## src/rtl/core/rgbhsv_pkg.sv

```systemverilog
package rgbhsv_pkg;

  localparam int unsigned ChanW = 8;
  localparam int unsigned HueW  = 9;
  localparam int unsigned PctW  = 7;
  localparam int unsigned HNumW = 17;
  localparam int unsigned SNumW = 15;

  localparam logic [17:0] DEG_PER_SECTOR = 18'd60;
  localparam logic [17:0] OFS_GREEN      = 18'd120;
  localparam logic [17:0] OFS_BLUE       = 18'd240;
  localparam logic [17:0] FULL_TURN      = 18'd360;
  localparam logic [14:0] PERCENT        = 15'd100;

  localparam logic [1:0] SEC_RED   = 2'd0;
  localparam logic [1:0] SEC_GREEN = 2'd1;
  localparam logic [1:0] SEC_BLUE  = 2'd2;

  typedef struct packed {
    logic [HNumW-1:0] rem;
    logic             q;
  } hstep_t;

  typedef struct packed {
    logic [SNumW-1:0] rem;
    logic             q;
  } sstep_t;

  // one restoring-division step for the hue quotient
  function automatic hstep_t hue_step(logic [HNumW-1:0] rem, logic [ChanW-1:0] den,
                                      logic [3:0] sh);
    logic [HNumW-1:0] dsh;
    hstep_t           r;
    dsh   = {{(HNumW-ChanW){1'b0}}, den} << sh;
    r.q   = (rem >= dsh);
    r.rem = r.q ? rem - dsh : rem;
    return r;
  endfunction

  // one restoring-division step for the saturation quotient
  function automatic sstep_t sat_step(logic [SNumW-1:0] rem, logic [ChanW-1:0] den,
                                      logic [2:0] sh);
    logic [SNumW-1:0] dsh;
    sstep_t           r;
    dsh   = {{(SNumW-ChanW){1'b0}}, den} << sh;
    r.q   = (rem >= dsh);
    r.rem = r.q ? rem - dsh : rem;
    return r;
  endfunction

endpackage

```

## src/rtl/core/rgb_to_hsv_converter.sv

```systemverilog
// RGB to HSV pixel converter.
// Input channel: in_valid_i / in_ready_o with red_i, green_i, blue_i (8-bit each).
// Output channel: out_valid_o / out_ready_i with hue_o (degrees, 0..359),
// saturation_o and brightness_o (percent, 0..100), all truncated.
// Grey pixels give hue 0; black gives saturation 0.
// Throughput: one pixel per clock while the output is not stalled. The pipeline is five register stages:
// max/min and sector select, numerators, then two long divisions resolved
// up to three quotient bits per stage over three stages; the last stage is the
// output register.
// When the receiver stalls with a beat on the output, the whole pipeline
// holds and in_ready_o drops in the same cycle; nothing is lost or repeated.
// Empty stages do not hold the pipeline, so in_ready_o stays high while the
// output register is empty or being taken.
// Reset (rst_ni low, asynchronous) clears all stage valid bits; data in
// flight is dropped.
module rgb_to_hsv_converter (
  input  logic                       clk_i,
  input  logic                       rst_ni,
  input  logic                       in_valid_i,
  output logic                       in_ready_o,
  input  logic [rgbhsv_pkg::ChanW-1:0] red_i,
  input  logic [rgbhsv_pkg::ChanW-1:0] green_i,
  input  logic [rgbhsv_pkg::ChanW-1:0] blue_i,
  output logic                       out_valid_o,
  input  logic                       out_ready_i,
  output logic [rgbhsv_pkg::HueW-1:0]  hue_o,
  output logic [rgbhsv_pkg::PctW-1:0]  saturation_o,
  output logic [rgbhsv_pkg::PctW-1:0]  brightness_o
);
  import rgbhsv_pkg::*;

  logic adv;

  // stage 1
  logic              v1_q;
  logic [ChanW-1:0]  mx1_d, mx1_q, mn1_d, mn1_q;
  logic [1:0]        sec1_d, sec1_q;
  logic signed [8:0] diff1_d, diff1_q;

  // stage 2
  logic              v2_q;
  logic [ChanW-1:0]  den2_d, den2_q, mx2_q;
  logic [HNumW-1:0]  hrem2_d, hrem2_q;
  logic [SNumW-1:0]  srem2_d, srem2_q;
  logic [PctW-1:0]   val2_d, val2_q;
  logic signed [17:0] hnum;
  logic [SNumW-1:0]  vprod;
  logic [15:0]       vsum;

  // stage 3
  logic              v3_q;
  logic [ChanW-1:0]  den3_q, mx3_q;
  logic [HNumW-1:0]  hrem3_d, hrem3_q;
  logic [SNumW-1:0]  srem3_d, srem3_q;
  logic [2:0]        hq3_d, hq3_q, sq3_d, sq3_q;
  logic [PctW-1:0]   val3_q;

  // stage 4
  logic              v4_q;
  logic [ChanW-1:0]  den4_q, mx4_q;
  logic [HNumW-1:0]  hrem4_d, hrem4_q;
  logic [SNumW-1:0]  srem4_d, srem4_q;
  logic [5:0]        hq4_d, hq4_q, sq4_d, sq4_q;
  logic [PctW-1:0]   val4_q;

  // stage 5 (output)
  logic              v5_q;
  logic [HueW-1:0]   hue_d, hue_q;
  logic [PctW-1:0]   sat_d, sat_q, val5_q;

  hstep_t hs3, hs4, hs5;
  sstep_t ss3, ss4, ss5;
  logic [HNumW-1:0] hr3, hr4, hr5;
  logic [SNumW-1:0] sr3, sr4;

  assign adv        = !v5_q || out_ready_i;
  assign in_ready_o = adv;

  // stage 1: max, min, sector, signed difference
  always_comb begin
    mx1_d = red_i;
    mn1_d = red_i;
    if (green_i > mx1_d) mx1_d = green_i;
    if (blue_i > mx1_d)  mx1_d = blue_i;
    if (green_i < mn1_d) mn1_d = green_i;
    if (blue_i < mn1_d)  mn1_d = blue_i;
    if (red_i >= green_i && red_i >= blue_i) begin
      sec1_d  = SEC_RED;
      diff1_d = $signed({1'b0, green_i}) - $signed({1'b0, blue_i});
    end else if (green_i >= blue_i) begin
      sec1_d  = SEC_GREEN;
      diff1_d = $signed({1'b0, blue_i}) - $signed({1'b0, red_i});
    end else begin
      sec1_d  = SEC_BLUE;
      diff1_d = $signed({1'b0, red_i}) - $signed({1'b0, green_i});
    end
  end

  // stage 2: delta, numerators and brightness
  always_comb begin
    den2_d = mx1_q - mn1_q;
    hnum   = $signed({{9{diff1_q[8]}}, diff1_q}) * $signed(DEG_PER_SECTOR);
    case (sec1_q)
      SEC_GREEN: hnum = hnum + $signed(OFS_GREEN * {10'd0, den2_d});
      SEC_BLUE:  hnum = hnum + $signed(OFS_BLUE * {10'd0, den2_d});
      default: begin
        if (diff1_q < 0) hnum = hnum + $signed(FULL_TURN * {10'd0, den2_d});
      end
    endcase
    hrem2_d = hnum[HNumW-1:0];
    srem2_d = PERCENT * {{(SNumW-ChanW){1'b0}}, den2_d};
    vprod   = PERCENT * {{(SNumW-ChanW){1'b0}}, mx1_q};
    // floor(p / 255) = (p + 1 + (p >> 8)) >> 8
    vsum    = {1'b0, vprod} + 16'd1 + {9'd0, vprod[14:8]};
    val2_d  = vsum[14:8];
  end

  // stage 3: quotient bits hue 8..6, saturation 6..4
  always_comb begin
    hr3 = hrem2_q;
    sr3 = srem2_q;
    for (int i = 0; i < 3; i++) begin
      hs3 = hue_step(hr3, den2_q, 4'(8 - i));
      hq3_d[2-i] = hs3.q;
      hr3 = hs3.rem;
      ss3 = sat_step(sr3, mx2_q, 3'(6 - i));
      sq3_d[2-i] = ss3.q;
      sr3 = ss3.rem;
    end
    hrem3_d = hr3;
    srem3_d = sr3;
  end

  // stage 4: hue 5..3, saturation 3..1
  always_comb begin
    hr4 = hrem3_q;
    sr4 = srem3_q;
    hq4_d = {hq3_q, 3'd0};
    sq4_d = {sq3_q, 3'd0};
    for (int i = 0; i < 3; i++) begin
      hs4 = hue_step(hr4, den3_q, 4'(5 - i));
      hq4_d[2-i] = hs4.q;
      hr4 = hs4.rem;
      ss4 = sat_step(sr4, mx3_q, 3'(3 - i));
      sq4_d[2-i] = ss4.q;
      sr4 = ss4.rem;
    end
    hrem4_d = hr4;
    srem4_d = sr4;
  end

  // stage 5: hue 2..0, saturation 0, zero guards
  always_comb begin
    hr5 = hrem4_q;
    hue_d = {hq4_q, 3'd0};
    for (int i = 0; i < 3; i++) begin
      hs5 = hue_step(hr5, den4_q, 4'(2 - i));
      hue_d[2-i] = hs5.q;
      hr5 = hs5.rem;
    end
    ss5   = sat_step(srem4_q, mx4_q, 3'd0);
    sat_d = {sq4_q, ss5.q};
    if (den4_q == '0) hue_d = '0;
    if (mx4_q == '0)  sat_d = '0;
  end

  always_ff @(posedge clk_i or negedge rst_ni) begin
    if (!rst_ni) begin
      v1_q <= 1'b0;
      v2_q <= 1'b0;
      v3_q <= 1'b0;
      v4_q <= 1'b0;
      v5_q <= 1'b0;
    end else if (adv) begin
      v1_q <= in_valid_i;
      v2_q <= v1_q;
      v3_q <= v2_q;
      v4_q <= v3_q;
      v5_q <= v4_q;
    end
  end

  always_ff @(posedge clk_i) begin
    if (adv) begin
      mx1_q   <= mx1_d;
      mn1_q   <= mn1_d;
      sec1_q  <= sec1_d;
      diff1_q <= diff1_d;

      den2_q  <= den2_d;
      mx2_q   <= mx1_q;
      hrem2_q <= hrem2_d;
      srem2_q <= srem2_d;
      val2_q  <= val2_d;

      den3_q  <= den2_q;
      mx3_q   <= mx2_q;
      hrem3_q <= hrem3_d;
      srem3_q <= srem3_d;
      hq3_q   <= hq3_d;
      sq3_q   <= sq3_d;
      val3_q  <= val2_q;

      den4_q  <= den3_q;
      mx4_q   <= mx3_q;
      hrem4_q <= hrem4_d;
      srem4_q <= srem4_d;
      hq4_q   <= hq4_d;
      sq4_q   <= sq4_d;
      val4_q  <= val3_q;

      hue_q   <= hue_d;
      sat_q   <= sat_d;
      val5_q  <= val4_q;
    end
  end

  assign out_valid_o  = v5_q;
  assign hue_o        = hue_q;
  assign saturation_o = sat_q;
  assign brightness_o = val5_q;

endmodule

```

## config.mk

```make
export PLATFORM = sky130hd
export DESIGN_NAME = rgb_to_hsv_converter
export DESIGN_NICKNAME = d
export VERILOG_FILES = /design/src/rtl/core/rgbhsv_pkg.sv /design/src/rtl/core/rgb_to_hsv_converter.sv
export SDC_FILE = /design/constraint.sdc
export NUM_CORES = 1
export LEC_CHECK = 0
export ABC_AREA = 1
export ABC_CLOCK_PERIOD_IN_PS = 10200
export BUFFER_PORTS_ARGS = -buffer_cell sky130_fd_sc_hd__buf_2
export CORE_ASPECT_RATIO = 2
export CORE_UTILIZATION = 40
export CTS_BUF_LIST = sky130_fd_sc_hd__clkbuf_16
export DETAILED_ROUTE_END_ITERATION = 10
export PLACE_DENSITY = 0.6
export SLEW_MARGIN = 15
export SYNTH_ARGS = -nofsm -noshare
export SYNTH_HDL_FRONTEND = slang
export SYNTH_SLANG_ARGS = --single-unit
```

## constraint.sdc

```tcl
create_clock -name clk_i -period 10.2 [get_ports clk_i]
set_input_delay 2.04 -clock clk_i [delete_from_list [all_inputs] [get_ports clk_i]]
set_output_delay 2.04 -clock clk_i [all_outputs]
set_load 0.05 [all_outputs]
```

==> reports/metrics.cfg <==
[clock_tree]
cts_resized = 0
clk_latency_ns = 0.55
cts_max_path_buffers = 3
clockRootBuffer = clkbuf_16
cts_buffers = 24
htree_levels = 1
cts.sinks = 222
ctsHoldBuffers = 0
post-cts-setup-buffers = 0
clk_pin_slew_worst_paths_ns = 0.07
cts_tree = built

[worst_setup_path]
cp_data_required_time_ns = 10.48
cp-start-kind = register
slowest_stage = xor2_1
r2r-end = hrem2_q[16]$_DFFE_PP_
path_common_cell = inv_1
regToRegSetupSlack_ns = 2.81
path_class = register to register
reg2regPathDepth = 36
critPathMaxFanout = 7
slowest_delay_ns = 0.63
end_kind = register
cp.arrival_ns = 7.67
cp_top_family = adder cells
critPathLaunch = mx1_q[0]$_DFFE_PP_
critical_path_buf_inv_count = 6
rr_startpoint = mx1_q[0]$_DFFE_PP_

[route]
dr.pass1.iters = 10
drt-initial-drc-count = 667
post_drt_via_cell_ratio = 5.16
drc = 1
routed_wirelength_um = 61900
vias = 19926
wl_per_cell_um = 16.0
ant_nets = 0

[global_routing]
gr-total-overflow = 0
grt_pass1_vias = 20824
grt_pass1_wl_um = 99400
grt_max_degree = 67
antenna_found_initial = 0
grtUsageTotal = 0.207

[placed_design]
portBuffers = 52
place_hpwl_um = 52800
gp_congestion = 0.932

[sta]
final_max_slew_viol_count = 0
period_minus_slack_ns = 7.39
fin_tns_setup_ns = 0
slew-limit-headroom = 0.259
clock.fmax_ghz = 0.135
rsz0062_at_grt = no
worst_pin_slew_ns = 1.08
hold_violations = 0
fin_crit_sh = 0.725
setup_violations = 0
skew_ns = 0.0178

[synth]
syn-cell-area_um2 = 23800
syn-instance-count = 3027
synthTopCellsByArea = edfxtp_1 (27%), ha_1 (17%), nand2_1 (10%)
synthFlopType = edfxtp_1
async_flop_share = 0.0225
synth-edff-count = 217
yosysUniqueCellTypes = 62
ys_seq_area_frac = 0.279
netlist_top_cells_count = nand2_1 (634), inv_1 (527), ha_1 (332)
synth.top_cell.area_share = 0.274
syn_nets = 3450
yosys.area.top_type = edfxtp_1
synth-seq-cells = 222
avgSynthCellArea_um2 = 7.87
ys_warn_count = 0
synth.most_common_cell = nand2_1

[min_path]
min_path_cells = 0
holdPathEnd = val4_q[2]$_DFFE_PP_
hp-start = val3_q[2]$_DFFE_PP_
hold_path.class = register to register

[floorplan]
initial_utilization = 0.404
dieArea_um2 = 60600
fp-row-count = 126
die_y_um = 347
dieWidth_um = 175
core_um2 = 59000
boundaryPins = 53

[finish]
fillerInstances = 6118
diodes = 0
final_nets = 3502
drive_gt1_frac = 0.0675
syn2layout_area_growth_pct = 7.76

[flow_run]
drv_cap = 0

[run_status]
outcome = finished, violations left
failed_checks = DRC

-- flip-flops by register name, summed over array words and instances, names as in the netlist, 8 cells and up --
name and flops:
srem2_q 10, mx2_q 8, mx4_q 8, den3_q 8
hrem4_q 15, den2_q 8, hrem3_q 15, diff1_q 9
hue_o 9, mx3_q 8, mx1_q 8, den4_q 8
srem3_q 11, mn1_q 8, srem4_q 14, hrem2_q 15
-- kinds of logic (layout without fill, tap and decap cells) --
kind of cell / after synthesis / in the layout / synth area share
muxes: 3 / 3 / 0.00142
AOI/OAI and AO/OA: 521 / 521 / 0.121
adders and majority gates: 395 / 395 / 0.227
buffers and inverters: 572 / 642 / 0.0936
DFF: 222 / 222 / 0.279
and+or+nand+nor: 1146 / 1146 / 0.216
xor gates and xnor gates: 168 / 168 / 0.0618
-- how the worst max path moves through the flow --
| stage | endpoint | slack [ns] | cells after the start |
|---|---|---|---|
| after floorplan | in_ready_o | 1.11 | 2 |
| after global placement | hrem2_q[16]$_DFFE_PP_ | 2.75 | 35 |
| after detailed placement | hrem2_q[16]$_DFFE_PP_ | 2.79 | 35 |
| after CTS | hrem2_q[16]$_DFFE_PP_ | 2.77 | 35 |
| after global routing | srem4_q[14]$_DFFE_PP_ | 2.25 | 34 |
| final | hrem2_q[16]$_DFFE_PP_ | 2.81 | 36 |
-- placed cells by master (no fill, tap or decap), types with 5 or more instances in the layout --
cell type  synthesis  final
a211oi_1           9      9
a21o_1             8      8
a21oi_1          219    219
a21oi_2            7      7
a31oi_1           17     17
and2_1             5      5
buf_2              4     52
buf_4              2      6
clkbuf_16          0     25
dfrtp_1            5      5
edfxtp_1         217    217
fa_1              63     63
ha_1             332    332
inv_1            527    531
inv_2             12     12
inv_6              0      5
nand2_1          634    633
nand2_2           18     18
nand2_4            5      6
nand3_1          137    137
nand3_2           15     15
nand3_4            5      5
nand3b_1          10     10
nand4_1           53     53
nor2_1           181    181
nor2_2             8      8
nor2_4             7      7
nor3_1            24     24
nor4_1            14     14
o211ai_1          11     11
o21a_1             7      7
o21ai_0          189    189
o21ai_1           12     12
o21ai_2            5      5
o21bai_1          19     19
or2_2             19     19
xnor2_1           56     56
xor2_1           112    112
-- stage by stage --
step / util / instance area (um^2) / hold WS, ns / std cells / setup slack (ns)
2_1_floorplan: - / 23800 / 0.400 / 3027 / 1.11
3_3_place_gp: 0.422 / 24900 / 0.401 / 3821 / 2.75
3_5_place_dp: 0.422 / 24900 / 0.405 / 3821 / 2.79
4_1_cts: 0.435 / 25700 / 0.411 / 3865 / 2.77
5_1_grt: 0.435 / 25700 / 0.418 / 3865 / 2.25
6_report: 0.435 / 25700 / 0.412 / 3865 / 2.81
-- cell type report --
type / instances / area [um^2] / area share
Multi-Input combinational cell: 2233 / 14900 / 0.583
Sequential cell: 222 / 6640 / 0.259
Inverter: 540 / 2030 / 0.0790
Tap cell: 768 / 961 / 0.0375
Clock buffer: 25 / 626 / 0.0244
Timing Repair Buffer: 58 / 305 / 0.0119
Clock inverter: 19 / 149 / 0.00580
-- layer usage --
layer,global-route usage,vias up,share of wire
met1,0.159,9221,0.31
met5,0,-,0
li1,-,10174,-
met3,0.0136,199,0.018
met2,0.454,332,0.60
met4,0.151,0,0.078
Power is left out: the tool's default activity adds up to more than one toggle a clock period on the data nets, which glitch-free logic cannot reach.
